===== src/rtl/core/dcs_pkg.sv =====
// Shared types and constants for the divisor count and sum block.
package dcs_pkg;

  // Output field widths and their saturation limits
  localparam int COUNT_W = 8;
  localparam int SUM_W   = 18;
  localparam int RATIO_W = 22;

  localparam logic [COUNT_W-1:0] COUNT_MAX = '1;
  localparam logic [SUM_W-1:0]   SUM_MAX   = '1;
  localparam logic [RATIO_W-1:0] RATIO_MAX = '1;

  // Trial division candidates: the even prime, the first odd candidate, the odd step
  localparam int P_FIRST = 2;
  localparam int P_ODD   = 3;
  localparam int P_STEP  = 2;

  // Operation of the shared arithmetic unit
  typedef enum logic {
    OP_DIV,
    OP_MUL
  } unit_op_t;

  typedef struct packed {
    logic     start;
    unit_op_t op;
  } unit_ctl_t;

endpackage


===== src/rtl/core/dcs_in_if.sv =====
// Input channel: one integer word per handshake.
interface dcs_in_if #(
  parameter int N_BITS = 16
) ();
  logic              valid;
  logic              ready;
  logic [N_BITS-1:0] n;

  modport source (output valid, output n, input ready);
  modport sink   (input valid, input n, output ready);
endinterface


===== src/rtl/core/dcs_out_if.sv =====
// Result channel: divisor count, divisor sum, mean divisor and invalid flag.
interface dcs_out_if ();
  logic                        valid;
  logic                        ready;
  logic [dcs_pkg::COUNT_W-1:0] divisor_count;
  logic [dcs_pkg::SUM_W-1:0]   divisor_sum;
  logic [dcs_pkg::RATIO_W-1:0] ratio_hundredths;
  logic                        invalid;

  modport source (
    output valid, output divisor_count, output divisor_sum,
    output ratio_hundredths, output invalid, input ready
  );
  modport sink (
    input valid, input divisor_count, input divisor_sum,
    input ratio_hundredths, input invalid, output ready
  );
endinterface


===== src/rtl/core/dcs_unit.sv =====
// Shared bit-serial unit: restoring divide or shift-add multiply, one bit a cycle.
module dcs_unit #(
  parameter int UW = 28
) (
  input  logic               clk,
  input  logic               rst,
  input  dcs_pkg::unit_ctl_t ctl,
  input  logic [UW-1:0]      a,
  input  logic [UW-1:0]      b,
  output logic               done,
  output logic [UW-1:0]      q,
  output logic [UW-1:0]      r
);
  import dcs_pkg::*;

  localparam int CW = $clog2(UW);

  logic          running;
  logic [CW-1:0] cnt;
  unit_op_t      op;
  logic [UW-1:0] acc;
  logic [UW-1:0] quo;
  logic [UW-1:0] mcand;
  logic [UW:0]   x;
  logic [UW+1:0] y_in;
  logic [UW+1:0] sum;
  logic          sub;

  // One adder serves both operations: subtract for divide, add for multiply
  always_comb begin
    sub  = 1'b0;
    x    = {1'b0, acc};
    y_in = {2'b00, mcand};
    unique case (op)
      OP_DIV: begin
        sub  = 1'b1;
        x    = {acc, quo[UW-1]};
        y_in = ~{2'b00, mcand};
      end
      OP_MUL: begin
        sub  = 1'b0;
        x    = {1'b0, acc};
        y_in = {2'b00, mcand};
      end
      default: ;
    endcase
    sum = {1'b0, x} + y_in + (UW+2)'(sub);
  end

  // Sequence the steps and flag the last one
  always_ff @(posedge clk) begin
    if (rst) begin
      running <= 1'b0;
      done    <= 1'b0;
      cnt     <= '0;
    end else begin
      done <= 1'b0;
      if (ctl.start) begin
        running <= 1'b1;
        cnt     <= '0;
      end else if (running) begin
        cnt <= cnt + CW'(1);
        if (cnt == CW'(UW - 1)) begin
          running <= 1'b0;
          done    <= 1'b1;
        end
      end
    end
  end

  // Load operands, then shift one bit a cycle
  always_ff @(posedge clk) begin
    if (ctl.start) begin
      op  <= ctl.op;
      acc <= '0;
      if (ctl.op == OP_DIV) begin
        quo   <= a;
        mcand <= b;
      end else begin
        quo   <= b;
        mcand <= a;
      end
    end else if (running) begin
      unique case (op)
        OP_DIV: begin
          if (!sum[UW+1]) begin
            acc <= sum[UW-1:0];
            quo <= {quo[UW-2:0], 1'b1};
          end else begin
            acc <= x[UW-1:0];
            quo <= {quo[UW-2:0], 1'b0};
          end
        end
        OP_MUL: begin
          if (quo[0]) begin
            acc <= sum[UW-1:0];
          end
          mcand <= mcand << 1;
          quo   <= quo >> 1;
        end
        default: ;
      endcase
    end
  end

  assign q = (op == OP_DIV) ? quo : acc;
  assign r = acc;

endmodule


===== src/rtl/core/dcs_seq.sv =====
// Sequencer: trial division, prime stripping and the final ratio on the shared unit.
module dcs_seq #(
  parameter int N_BITS = 16,
  parameter int UW     = 28
) (
  input  logic                clk,
  input  logic                rst,
  input  logic                in_valid,
  output logic                in_ready,
  input  logic [N_BITS-1:0]   n,
  output logic                res_valid,
  input  logic                res_take,
  output logic [N_BITS-1:0]   res_tau,
  output logic [N_BITS+3:0]   res_sigma,
  output logic [N_BITS+10:0]  res_ratio,
  output logic                res_inv,
  output dcs_pkg::unit_ctl_t  uctl,
  output logic [UW-1:0]       ua,
  output logic [UW-1:0]       ub,
  input  logic                udone,
  input  logic [UW-1:0]       uq,
  input  logic [UW-1:0]       ur
);
  import dcs_pkg::*;

  localparam int SW = N_BITS + 4;   // divisor sum
  localparam int RW = N_BITS + 11;  // ratio in hundredths
  localparam int PW = N_BITS + 2;   // square of the candidate

  typedef enum logic [3:0] {
    S_IDLE, S_DIV, S_DIV_W, S_TERM, S_TERM_W, S_SIG, S_SIG_W,
    S_NEXT, S_CHECK, S_TAIL, S_TAIL_W, S_RATIO, S_RATIO_W, S_PUT
  } state_t;

  state_t            state;
  logic [N_BITS-1:0] rem;
  logic [N_BITS-1:0] p;
  logic [PW-1:0]     psq;
  logic [N_BITS-1:0] tau;
  logic [N_BITS-1:0] tau_base;
  logic [SW-1:0]     term;
  logic [SW-1:0]     sigma;
  logic [RW-1:0]     ratio;
  logic              inv;
  logic              inprime;
  logic [UW-1:0]     sig_w;
  logic [UW-1:0]     num;

  // 200*sigma + tau as shifts, over 2*tau gives the rounded hundredths
  assign sig_w = UW'(sigma);
  assign num   = (sig_w << 7) + (sig_w << 6) + (sig_w << 3) + UW'(tau);

  // Drive the shared unit
  always_comb begin
    uctl = '{start: 1'b0, op: OP_MUL};
    ua   = '0;
    ub   = '0;
    unique case (state)
      S_DIV: begin
        uctl = '{start: 1'b1, op: OP_DIV};
        ua   = UW'(rem);
        ub   = UW'(p);
      end
      S_TERM: begin
        uctl = '{start: 1'b1, op: OP_MUL};
        ua   = UW'(term);
        ub   = UW'(p);
      end
      S_SIG: begin
        uctl = '{start: 1'b1, op: OP_MUL};
        ua   = UW'(sigma);
        ub   = UW'(term);
      end
      S_TAIL: begin
        uctl = '{start: (rem > N_BITS'(1)), op: OP_MUL};
        ua   = UW'(sigma);
        ub   = UW'(rem) + UW'(1);
      end
      S_RATIO: begin
        uctl = '{start: 1'b1, op: OP_DIV};
        ua   = num;
        ub   = UW'(tau) << 1;
      end
      default: ;
    endcase
  end

  // Main sequencer
  always_ff @(posedge clk) begin
    if (rst) begin
      state   <= S_IDLE;
      inprime <= 1'b0;
    end else begin
      unique case (state)
        S_IDLE: begin
          if (in_valid) begin
            if (n == '0) begin
              inv   <= 1'b1;
              tau   <= '0;
              sigma <= '0;
              ratio <= '0;
              state <= S_PUT;
            end else begin
              inv     <= 1'b0;
              rem     <= n;
              p       <= N_BITS'(P_FIRST);
              psq     <= PW'(P_FIRST * P_FIRST);
              tau     <= N_BITS'(1);
              sigma   <= SW'(1);
              inprime <= 1'b0;
              state   <= S_DIV;
            end
          end
        end
        S_DIV: state <= S_DIV_W;
        S_DIV_W: begin
          if (udone) begin
            if (ur == '0) begin
              // Candidate divides: strip it and grow count by the base
              rem     <= uq[N_BITS-1:0];
              tau     <= tau + (inprime ? tau_base : tau);
              if (!inprime) begin
                tau_base <= tau;
                term     <= SW'(1);
              end
              inprime <= 1'b1;
              state   <= S_TERM;
            end else if (inprime) begin
              state <= S_SIG;
            end else begin
              state <= S_NEXT;
            end
          end
        end
        S_TERM: state <= S_TERM_W;
        S_TERM_W: begin
          // term becomes 1 + p*term
          if (udone) begin
            term  <= uq[SW-1:0] + SW'(1);
            state <= S_DIV;
          end
        end
        S_SIG: state <= S_SIG_W;
        S_SIG_W: begin
          if (udone) begin
            sigma   <= uq[SW-1:0];
            inprime <= 1'b0;
            state   <= S_NEXT;
          end
        end
        S_NEXT: begin
          // Advance candidate and keep its square by (p+2)^2 = p^2 + 4p + 4
          if (p == N_BITS'(P_FIRST)) begin
            p   <= N_BITS'(P_ODD);
            psq <= PW'(P_ODD * P_ODD);
          end else begin
            p   <= p + N_BITS'(P_STEP);
            psq <= psq + (PW'(p) << 2) + PW'(P_STEP * P_STEP);
          end
          state <= S_CHECK;
        end
        S_CHECK: state <= (psq <= PW'(rem)) ? S_DIV : S_TAIL;
        S_TAIL: begin
          // Leftover cofactor above one is prime
          if (rem > N_BITS'(1)) begin
            tau   <= tau << 1;
            state <= S_TAIL_W;
          end else begin
            state <= S_RATIO;
          end
        end
        S_TAIL_W: begin
          if (udone) begin
            sigma <= uq[SW-1:0];
            state <= S_RATIO;
          end
        end
        S_RATIO: state <= S_RATIO_W;
        S_RATIO_W: begin
          if (udone) begin
            ratio <= uq[RW-1:0];
            state <= S_PUT;
          end
        end
        S_PUT: begin
          if (res_take) begin
            state <= S_IDLE;
          end
        end
        default: state <= S_IDLE;
      endcase
    end
  end

  assign in_ready  = (state == S_IDLE);
  assign res_valid = (state == S_PUT);
  assign res_tau   = tau;
  assign res_sigma = sigma;
  assign res_ratio = ratio;
  assign res_inv   = inv;

endmodule


===== src/rtl/core/divisor_count_and_sum.sv =====
// Divisor count and sum: takes one integer word, returns tau, sigma and sigma/tau.
//
// Input channel item carries n (N_BITS bits); result channel carries the divisor
// count, the divisor sum, their ratio in hundredths rounded half up, and an
// invalid flag that is set (with all other fields zero) for n of zero.
// Both channels move a word when valid and ready are high at a rising edge.
// One item is worked at a time: item.ready is high only while the sequencer
// is idle. Trial division runs on one bit-serial unit of UW = N_BITS+12 bits,
// shared by every division and multiplication. Each candidate tried costs its
// division plus advancing p and comparing p*p; each further division and
// Horner step on a found factor, each sigma update, the leftover-prime multiply
// and the final ratio each cost one more operation on the unit. Up to about
// 2^(N_BITS/2-1) candidates are tried; the longest inputs are a large prime,
// or the square of one.
// A finished result sits in the output register; while the receiver stalls
// the block still takes and works the next word, then holds its result until
// the register frees. Synchronous reset returns the block to idle and drops
// any word in flight and any pending result.
module divisor_count_and_sum #(
  parameter int N_BITS = 16
) (
  input  logic      clk,
  input  logic      rst,
  dcs_in_if.sink    item,
  dcs_out_if.source result
);
  import dcs_pkg::*;

  localparam int UW = N_BITS + 12;
  localparam int XW = (UW > RATIO_W) ? UW : RATIO_W;

  unit_ctl_t          uctl;
  logic [UW-1:0]      ua;
  logic [UW-1:0]      ub;
  logic               udone;
  logic [UW-1:0]      uq;
  logic [UW-1:0]      ur;
  logic               res_valid;
  logic               res_take;
  logic               load;
  logic [N_BITS-1:0]  res_tau;
  logic [N_BITS+3:0]  res_sigma;
  logic [N_BITS+10:0] res_ratio;
  logic               res_inv;

  dcs_seq #(
    .N_BITS (N_BITS),
    .UW     (UW)
  ) u_seq (
    .clk       (clk),
    .rst       (rst),
    .in_valid  (item.valid),
    .in_ready  (item.ready),
    .n         (item.n),
    .res_valid (res_valid),
    .res_take  (res_take),
    .res_tau   (res_tau),
    .res_sigma (res_sigma),
    .res_ratio (res_ratio),
    .res_inv   (res_inv),
    .uctl      (uctl),
    .ua        (ua),
    .ub        (ub),
    .udone     (udone),
    .uq        (uq),
    .ur        (ur)
  );

  dcs_unit #(
    .UW (UW)
  ) u_unit (
    .clk  (clk),
    .rst  (rst),
    .ctl  (uctl),
    .a    (ua),
    .b    (ub),
    .done (udone),
    .q    (uq),
    .r    (ur)
  );

  assign res_take = !result.valid || result.ready;
  assign load     = res_valid && res_take;

  // Output register valid
  always_ff @(posedge clk) begin
    if (rst) begin
      result.valid <= 1'b0;
    end else if (load) begin
      result.valid <= 1'b1;
    end else if (result.ready) begin
      result.valid <= 1'b0;
    end
  end

  // Saturate each field to its width and load the output register
  always_ff @(posedge clk) begin
    if (load) begin
      result.divisor_count    <= (XW'(res_tau) > XW'(COUNT_MAX)) ? COUNT_MAX
                                                                  : COUNT_W'(res_tau);
      result.divisor_sum      <= (XW'(res_sigma) > XW'(SUM_MAX)) ? SUM_MAX
                                                                  : SUM_W'(res_sigma);
      result.ratio_hundredths <= (XW'(res_ratio) > XW'(RATIO_MAX)) ? RATIO_MAX
                                                                    : RATIO_W'(res_ratio);
      result.invalid          <= res_inv;
    end
  end

`ifndef ASSERT_OFF
  // An invalid result carries zero in every other field
  a_invalid_zero: assert property (@(posedge clk) disable iff (rst)
    result.valid && result.invalid |->
      result.divisor_count == '0 && result.divisor_sum == '0 &&
      result.ratio_hundredths == '0)
    else $error("invalid result with non-zero fields");

  // The block is busy in the cycle after taking a word
  a_busy_after_accept: assert property (@(posedge clk) disable iff (rst)
    item.valid && item.ready |=> !item.ready)
    else $error("input ready straight after accepting a word");

  // A valid input always has at least one divisor and a non-zero mean
  a_valid_nonzero: assert property (@(posedge clk) disable iff (rst)
    result.valid && !result.invalid |->
      result.divisor_count != '0 && result.ratio_hundredths != '0)
    else $error("zero count or ratio on a valid result");
`endif

endmodule


===== src/flat_wrapper.sv =====
// flat-port wrapper written by rule: the top's interface ports become plain ports
module divisor_count_and_sum_flat import dcs_pkg::*;
#(
  parameter int N_BITS = 16
)
  (clk, rst, item_valid, item_n, item_ready, result_valid, result_divisor_count, result_divisor_sum, result_ratio_hundredths, result_invalid, result_ready);
  dcs_in_if #(.N_BITS(N_BITS)) item_i ();
  dcs_out_if result_i ();
  input  logic clk;
  input  logic rst;
  input wire logic [$bits(item_i.valid)-1:0] item_valid;
  input wire logic [$bits(item_i.n)-1:0] item_n;
  output wire logic [$bits(item_i.ready)-1:0] item_ready;
  output wire logic [$bits(result_i.valid)-1:0] result_valid;
  output wire logic [$bits(result_i.divisor_count)-1:0] result_divisor_count;
  output wire logic [$bits(result_i.divisor_sum)-1:0] result_divisor_sum;
  output wire logic [$bits(result_i.ratio_hundredths)-1:0] result_ratio_hundredths;
  output wire logic [$bits(result_i.invalid)-1:0] result_invalid;
  input wire logic [$bits(result_i.ready)-1:0] result_ready;
  assign item_i.valid = item_valid;
  assign item_i.n = item_n;
  assign item_ready = item_i.ready;
  assign result_valid = result_i.valid;
  assign result_divisor_count = result_i.divisor_count;
  assign result_divisor_sum = result_i.divisor_sum;
  assign result_ratio_hundredths = result_i.ratio_hundredths;
  assign result_invalid = result_i.invalid;
  assign result_i.ready = result_ready;
  divisor_count_and_sum #(.N_BITS(N_BITS)) u_core (.clk(clk), .rst(rst), .item(item_i), .result(result_i));
endmodule

===== config.mk =====
export PLATFORM = sky130hd
export DESIGN_NAME = divisor_count_and_sum_flat
export DESIGN_NICKNAME = d
export VERILOG_FILES = /design/src/rtl/core/dcs_pkg.sv /design/src/rtl/core/dcs_in_if.sv /design/src/rtl/core/dcs_out_if.sv /design/src/rtl/core/dcs_unit.sv /design/src/rtl/core/dcs_seq.sv /design/src/rtl/core/divisor_count_and_sum.sv /design/src/flat_wrapper.sv
export SDC_FILE = /design/constraint.sdc
export NUM_CORES = 1
export LEC_CHECK = 0
export BUFFER_PORTS_ARGS = -buffer_cell sky130_fd_sc_hd__buf_2
export CORE_UTILIZATION = 30
export CTS_CLUSTER_DIAMETER = 120
export CTS_CLUSTER_SIZE = 28
export DETAILED_ROUTE_END_ITERATION = 8
export GPL_ROUTABILITY_DRIVEN = 0
export PLACE_DENSITY_LB_ADDON = 0.08
export SYNTH_ARGS = -nofsm -noshare
export SYNTH_HDL_FRONTEND = slang
export SYNTH_SLANG_ARGS = --single-unit

===== constraint.sdc =====
create_clock -name clk -period 13.8 [get_ports clk]
set_clock_uncertainty 0.05 [all_clocks]
set_input_delay 0.69 -clock clk [delete_from_list [all_inputs] [get_ports clk]]
set_output_delay 0.69 -clock clk [all_outputs]
set_load 0.03 [all_outputs]

# Yosys cells after proc, flatten, opt, wreduce, memory -nomap -nowiden
# Cells that the tools add are included.
# W data, S select, Z words.
dict set report totals {
  output_inout_bits 51
  inputBits 20
  reg_bits 297
}
dict set report op_classes {
  reduce_logical 35
  muxes 78
  eq_ne 29
  addsub 12
  n_lt_le_gt_ge 5
  bitwise 4
}
# operator count
set ops {}
lappend ops {{$mux W28} 9}
lappend ops {{$mux W16} 12}
lappend ops {{$mux W20} 6}
lappend ops {{$pmux W28 S2} 2}
lappend ops {{$pmux W28 S4} 1}
lappend ops {{$mux W27} 4}
lappend ops {{$pmux W20 S2} 2}
lappend ops {{$pmux W20 S4} 1}
lappend ops {{$pmux W16 S2} 2}
lappend ops {{$pmux W30 S2} 1}
lappend ops {{$pmux W29 S2} 1}
lappend ops {{$pmux W4 S14} 1}
lappend ops {{$mux W18} 3}
lappend ops {{$pmux W27 S2} 1}
lappend ops {{$pmux W16 S3} 1}
lappend ops {{$mux W4} 9}
lappend ops {{$pmux W18 S2} 1}
lappend ops {{$add A29 B30 Y30} 1}
lappend ops {{$add A30 B1 Y30} 1}
lappend ops {{$not A28 Y30} 1}
lappend ops {{$add A27 B26 Y28} 1}
lappend ops {{$add A28 B16 Y28} 1}
lappend ops {{$add A28 B23 Y28} 1}
lappend ops {{$logic_not A28 Y1} 1}
lappend ops {{other kinds (42)} 99}

# Depth between registers and ports, before layout
# Gate-level depths: netlist of run 1.
dict set report logic_depth {
  depth_word 8
  ltp_mapped 21
  mapped_depth_nobuf 16
}

# Modules after synthesis
# From an unflattened synthesis of run 1, not the netlist that was laid out.
dict set report unflattened {
  hier_cells 2136
  hier_area_um2 20810.0
}
# module n_inst area_each_um2 seq_area_each_um2 cells_per_inst
set modules_own_cells {}
lappend modules_own_cells {dcs_seq 1 11853.9 4574.4 1222}
lappend modules_own_cells {dcs_unit 1 6994.2 2412.3 803}
lappend modules_own_cells {divisor_count_and_sum 1 1961.9 1491.4 111}

# Worst setup path before layout of run 1
# OpenSTA, ideal clock, no wires.
dict set report synth_timing {
  path_kind {reg-to-reg}
  from {register u_core.u_unit.op}
  to {register u_core.u_unit.acc[24], in the netlist u_core.u_unit.r[24]}
  slack_ns 9.398
  synth_period_minus_slack_ns 4.402
  path_buffers 7
  setup_ns 0.137
  arrival_ns 4.214
  path_stages_with_launch 20
  cell_sequence {edfxtp_1 > buf_6 > buf_2 > buf_2 > buf_2 > clkbuf_1 > buf_2 > buf_2 > xnor2_1 > fa_1 > a21oi_1 > o211ai_1 > a211oi_2 > o21ai_1 > a31o_2 > a21o_1 > a21o_1 > a211o_1 > nand3_1 > a221oi_1}
}
dict set report synth_via {
  elab_chain_cells 6
  word_cells_on_any_way 11
  classes_between {2 x add/sub; 1 x eq/ne; 6 x mux; 1 x bitwise; 1 x reduce/logical}
}
# item line_no
set synth_lines {}
lappend synth_lines {{from (decl)} dcs_unit.sv:20} ;# unit_op_t op;
lappend synth_lines {{from (signal assigned)} dcs_unit.sv:74} ;# op <= ctl.op;
lappend synth_lines {{$not A1 Y1} {dcs_unit.sv:34, dcs_unit.sv:84}}
lappend synth_lines {{$pmux W29 S2 / $pmux W30 S2 (equally long branches)} dcs_unit.sv:34} ;# unique case (op)
lappend synth_lines {{$add A29 B30 Y30} dcs_unit.sv:47} ;# sum = {1'b0, x} + y_in + (UW+2)'(sub);
lappend synth_lines {{$add A30 B1 Y30} dcs_unit.sv:47}
lappend synth_lines {{$mux W28, on equally long branches} {dcs_unit.sv:95, dcs_unit.sv:86}}
lappend synth_lines {{$pmux W28 S2} dcs_unit.sv:84} ;# unique case (op)
lappend synth_lines {{to (signal assigned)} dcs_unit.sv:87} ;# acc <= sum[UW-1:0];
lappend synth_lines {{to (signal assigned)} dcs_unit.sv:90} ;# acc <= x[UW-1:0];
lappend synth_lines {{to (signal assigned)} dcs_unit.sv:96} ;# acc <= sum[UW-1:0];
lappend synth_lines {{to (decl)} dcs_unit.sv:21} ;# logic [UW-1:0] acc;
# Several ways; a longest one is shown, not always the timed one. The select of a mux whose other input is x is not followed.
# A chain may end at the register's enable or synchronous reset.

# Final worst setup path of run 1
dict set report layout_timing {
  from {register u_core.u_unit.op}
  to {register u_core.u_unit.acc[0], in the netlist u_core.u_unit.r[0]}
}
# Same word-level chain as after synthesis.

==> results of run 1 <==
[layout make-up]
cell class	count	area, um^2
sequential	296	8478
clock inverter	5	71.32
fill	6629	42960
tap	855	1070
multi-input combinational	1477	10290
inverter	115	431.7
timing repair buffer	99	568.0
clock buffer	23	479.2
[cells in the mapped netlist (all sizes together) (30+ instances only)]
master / instances / area, um^2
dfxtp: 41 / 820.8
a21oi: 152 / 764.5
nand2: 158 / 593.1
o21ai: 111 / 566.8
xor2: 47 / 411.6
ha: 139 / 1739
nor3: 39 / 195.2
or3: 32 / 210.2
edfxtp: 255 / 7657
clkbuf: 71 / 266.5
inv: 115 / 431.7
nand3: 39 / 195.2
xnor2: 91 / 797.0
nor2: 211 / 794.5
fa: 30 / 600.6
[worst max-delay path by stage]
stage	start	to	slack, ns	cells past startpoint
after floorplan	u_core.u_unit.op	u_core.u_unit.r[24]	9.40	19
after global placement	u_core.u_unit.op	u_core.u_unit.r[20]	9.30	14
after detailed placement	u_core.u_unit.op	u_core.u_unit.r[0]	9.23	14
after CTS	u_core.u_unit.op	u_core.u_unit.r[0]	9.17	14
after global routing	u_core.u_unit.op	u_core.u_unit.r[0]	8.75	14
final	u_core.u_unit.op	u_core.u_unit.r[0]	9.20	14
[per-layer routing]
| metal | up-vias | part of all wire, % |
|---|---|---|
| li1 | 7296 | - |
| met1 | 7506 | 45 |
| met2 | 354 | 48 |
| met3 | 64 | 4.4 |
| met4 | 0 | 2.5 |
| met5 | - | 0 |
[registers in the layout (all words and copies together), names as in the netlist, 17 cells and up]
signal,cells
u_core.result.divisor_sum,18
u_core.result.ratio_hundredths,22
u_core.u_seq.psq,17
u_core.u_seq.res_ratio,27
u_core.u_seq.res_sigma,20
u_core.u_seq.term,20
u_core.u_unit.mcand,28
u_core.u_unit.quo,28
u_core.u_unit.r,28
[cells by family after synthesis]
family                   after synthesis
AO/OA/AOI/OAI                        497
XOR/XNOR                             138
adder cells (fa/ha/maj)              169
buffers and inverters                206
flip-flops                           296
multiplexers                          45
AND/OR/NAND/NOR                      628
[cell usage in the layout (no fill, tap or decap), types with 25 or more instances in the layout]
cell / count
xor2_1: 47
or3_1: 30
nand2_1: 158
dfxtp_1: 41
xnor2_1: 91
a21oi_1: 150
inv_1: 113
buf_4: 29
a21o_1: 25
buf_2: 70
o21ai_0: 97
nand3_1: 39
nor3_1: 37
ha_1: 139
edfxtp_1: 255
mux2_2: 26
nor2b_1: 28
fa_1: 30
nor2_1: 208
[per-stage QoR]
step	cell area [um^2]	total power [uW]	hold slack, ns	cells	utilization (%)
floorplan	19500	3651	0.3503	1979	-
global placement	20840	4534	0.3572	2842	32.38
detailed placement	20840	4540	0.3711	2842	32.38
CTS	21390	5163	0.3944	2870	33.23
global route	21390	5551	0.4097	2870	33.23
finish	21390	5112	0.3921	2870	33.23
[power by group]
group          internal [uW]  switching, uW
logic                   1140           1840
registers               1260            274
clock network            258            343
==> flow_metrics.tcl, run 1 <==
set metrics [dict create \
    status "complete, no violations" \
    routed_wl_um 63280 \
    vias 15220 \
    synthCells 1979 \
    drc 0 \
    cts_resized 0 \
    synth-simple-area-share_pct 15.24 \
    antenna_found_initial 0 \
    cts_sinks 296 \
    pre_cts_slack_ns 9.228 \
    grt_overflow 0 \
    worstSetupStartpointType "register" \
    worst_pin_slew_ns 1.162 \
    rrSetupSlack_ns 9.20 \
    p_leak_uw 0.007982 \
    htree_levels 1 \
    finalWorstSetupSlack_ns 9.204 \
    cp_top_family "compound AO/OA/AOI/OAI gates" \
    pin_count 71 \
    cpPeakStageDelay_ns 0.73 \
    drtPass1Iterations 8 \
    syn_avg_cell_area_um2 9.854 \
    clk_latency_ns 0.56 \
    die_w_um 257.0 \
    grt_max_degree 77 \
    synth_compound_area_share_pct 16.46 \
    rsz0062_at_grt "no" \
    root_buffer "clkbuf_16" \
    final_layout_size_suffix_gt1_share_pct 9.181 \
    synth_edf_count 255 \
    die_y_um 257.0 \
    drv_cap 0 \
    yosysWarnings 0 \
    cts_tree "done" \
    reg2reg_to "u_core.u_unit.r[0]" \
    cpMaxStageDelayCell "buf_4" \
    hp-class "register to register" \
    path_clk_slew_ns 0.12 \
    area_growth_pct 9.662 \
    hold_path_startpoint "u_core.u_seq.res_inv" \
    crit_top_cell "buf_4" \
    start_util_pct 30.31 \
    timing.fmax_ghz 0.2176 \
    num_rows 93 \
    period_share_pct 33.31 \
    final_nets 2194 \
    hpwl_um 47820 \
    crit_path_end_kind "register" \
    ys_types 74 \
    finalMaxSlewViolations 0 \
    first_global_vias 14900 \
    synth.cell_area_um2 19500 \
    min_to "u_core.result.invalid" \
    worstSetupPathType "register to register" \
    synth_ff_type "edfxtp_1" \
    numCtsBuffers 16 \
    portBuffers 70 \
    grt_pass1_wl_um 95750 \
    muxShareOfSynthArea_pct 2.477 \
    hold_depth 0 \
    grt_most_used_layer "met2" \
    power_density_nw_per_um2 239.0 \
    core_area_um2 64350 \
    ant_nets 0 \
    first_iter_violations 1217 \
    met2_usage_pct 32.24 \
    diodes 0 \
    crit_chain "buf_4, mux2_2, ha_1, a21oi_1, and2_1, a21o_1, o21ai_1, a211o_1, o21ai_4, buf_4, inv_2, nand4_1, a31oi_1, a211oi_1" \
    relSlewSlack_pct 22.53 \
    synth_fa_ha_area_share_pct 12.00 \
    finalSetupTns_ns 0 \
    cp.required_ns 14.19 \
    grt_util_met3_pct 2.167 \
    drt-vias-per-instance 5.303 \
    grt_usage_pct 19.02 \
    rr_worst_depth 14 \
    power.ir.vdd_worst_uv 106.8 \
    synthArstFlopShare_pct 0 \
    r2r-start "u_core.u_unit.op" \
    finalHoldViolCount 0 \
    wl_per_cell_um 22.05 \
    ys_ff_latch 296 \
    synth.net_count 2168 \
    critPathBufInv 3 \
    dieArea_um2 66030 \
    fin_crit_ns 4.596 \
    met1_usage_pct 25.82 \
    setup_viol_count_final 0 \
    synth_top_family_by_area "compound AO/OA/AOI/OAI gates" \
    hold_buffers 0 \
    ys_seq_area_share_pct 43.47 \
    cts_buffer_depth 3 \
    arrival_ns 4.99 \
    yosys.area_share.xor_xnor_pct 6.198 \
    cts_setup_buffers 0 \
    cp_max_fo 76 \
]
Power figures use the tool's default switching activity.
==> run 2: changes to the inputs <==
==> constraint.sdc (replaced) <==
create_clock -name clk -period 4.3 [get_ports clk]
set_clock_uncertainty 0.05 [all_clocks]
set_input_delay 0.215 -clock clk [delete_from_list [all_inputs] [get_ports clk]]
set_output_delay 0.215 -clock clk [all_outputs]
set_load 0.03 [all_outputs]
==> run 2 against run 1 <==
Against the previous run: die area is the same; sequential power grew to 3.1 times the previous value; combinational power grew to 3.4 times the previous value; fmax grew 14%; global-route usage grew 0.61 points; sequential share of layout area shrank 0.78 points; power grew to 3.3 times the previous value; via count grew 1.4%; largest cell class unchanged; largest power group unchanged; highest routed layer unchanged.
==> flow_metrics.tcl, run 2 (synthesis results as in run 1) <==
set metrics [dict create \
    drtPass1Iterations 6 \
    finalMaxSlewViolations 0 \
    critPathBufInv 2 \
    start_util_pct 30.31 \
    area_growth_pct 11.86 \
    cts_sinks 296 \
    cts_setup_buffers 0 \
    finalHoldViolCount 0 \
    relSlewSlack_pct 25.23 \
    rsz0062_at_grt "no" \
    crit_path_end_kind "register" \
    power.ir.vdd_worst_uv 264.5 \
    ant_nets 0 \
    drt-vias-per-instance 5.266 \
    numCtsBuffers 15 \
    crit_chain "inv_2, fa_1, fa_1, inv_1, ha_1, a211o_1, a211oi_2, o31ai_1, a31oi_1, o21ai_2, a211o_1, a21oi_1, xor2_1, o22ai_1" \
    htree_levels 1 \
    p_leak_uw 0.008236 \
    timing.fmax_ghz 0.2489 \
    antenna_found_initial 0 \
    grt_usage_pct 19.62 \
    fin_cells 2930 \
    clk_latency_ns 0.55 \
    die_y_um 257.0 \
    grt_util_met3_pct 1.546 \
    met1_usage_pct 26.89 \
    period_share_pct 93.44 \
    diodes 0 \
    path_clk_slew_ns 0.13 \
    cp_max_fo 3 \
    worstSetupStartpointType "register" \
    final_layout_size_suffix_gt1_share_pct 11.66 \
    first_global_vias 15300 \
    die_w_um 257.0 \
    grt_overflow 0 \
    cp_top_family "compound AO/OA/AOI/OAI gates" \
    status "complete, no violations" \
    cts_buffer_depth 3 \
    cp.required_ns 4.51 \
    core_area_um2 64350 \
    drv_cap 0 \
    worstSetupPathType "register to register" \
    final_nets 2256 \
    cpMaxStageDelayCell "fa_1" \
    hpwl_um 50160 \
    first_iter_violations 1334 \
    cts_tree "done" \
    final_common_cell "edfxtp_1" \
    hp-class "primary input to register" \
    finalSetupTns_ns 0 \
    dp_cells 2898 \
    grt_max_degree 61 \
    setup_viol_count_final 0 \
    power_density_nw_per_um2 766.3 \
    power_uw 16720 \
    arrival_ns 4.23 \
    mostFrequentLayoutCells "255 x edfxtp_1, 208 x nor2_1, 158 x nand2_1, 149 x a21oi_1, 139 x ha_1" \
    vias 15430 \
    dpl_cell_area_um2 21260 \
    fin_crit_ns 4.018 \
    cpPeakStageDelay_ns 0.52 \
    wl_per_cell_um 22.25 \
    dieArea_um2 66030 \
    worst_pin_slew_ns 1.122 \
    root_buffer "clkbuf_16" \
    grt_pass1_wl_um 99310 \
    met2_usage_pct 33.65 \
    drc 0 \
    num_rows 93 \
    pin_count 71 \
    grt_most_used_layer "met2" \
    routed_wl_um 65190 \
    post-route-cell-area_um2 21810 \
    portBuffers 70 \
]
-- run 2: per-layer routing --
metal | part of all wire (%) | wire (um)
met4 | 1.9 | 1209
met2 | 48 | 31600
met5 | 0 | 0
met3 | 3.9 | 2531
met1 | 46 | 29840
-- run 2: path summary, 6_finish.rpt --
| check | depth (start not counted) | slack, ns | endpoint | start |
|---|---|---|---|---|
| setup / recovery | 14 | 0.28 | u_core.u_unit.quo[26] | u_core.u_seq.res_sigma[4] |
| hold / removal | 3 | 0.02 | u_core.u_seq.rem[5] | item_n[5] |
| setup reg to reg | 14 | 0.28 | u_core.u_unit.quo[26] | u_core.u_seq.res_sigma[4] |
| hold reg to reg | 0 | 0.40 | u_core.result.invalid | u_core.u_seq.res_inv |
-- run 2: where the power goes --
part	internal, uW	switching (uW)
clock	702	1070
sequential	4030	747
combinational	3970	6200
-- run 2: repair_timing --
action / in CTS / in global routing
gates resized for setup: 0 / 7
setup endpoints to repair: 0 / 7
hold buffers: 7 / 0
endpoints found under the hold margin: 8 / 0
-- run 2: worst min-delay path, cell delays in order --
cell and delay [ns]:
buf_2 0.09, nor2_1 0.07, a21oi_1 0.12
-- run 2: layout make-up --
| cell class | instances | area, um^2 |
|---|---|---|
| timing repair buffer | 162 | 1071 |
| tap | 855 | 1070 |
| inverter | 115 | 431.7 |
| fill | 6558 | 42530 |
| clock buffer | 22 | 411.6 |
| clock inverter | 3 | 53.80 |
| multi-input combinational | 1477 | 10300 |
| sequential | 296 | 8478 |
-- run 2: through the flow --
stage / hold WS, ns / util (%) / setup slack (ns)
after floorplan: 0.2371 / - / 0.02123
after global placement: 0.3623 / 33.04 / 0.2036
after detailed placement: 0.3758 / 33.04 / 0.1187
after CTS: 0.005625 / 33.87 / 0.1013
after global routing: 0.02150 / 33.90 / 0.002066
final: 0.02106 / 33.90 / 0.2820
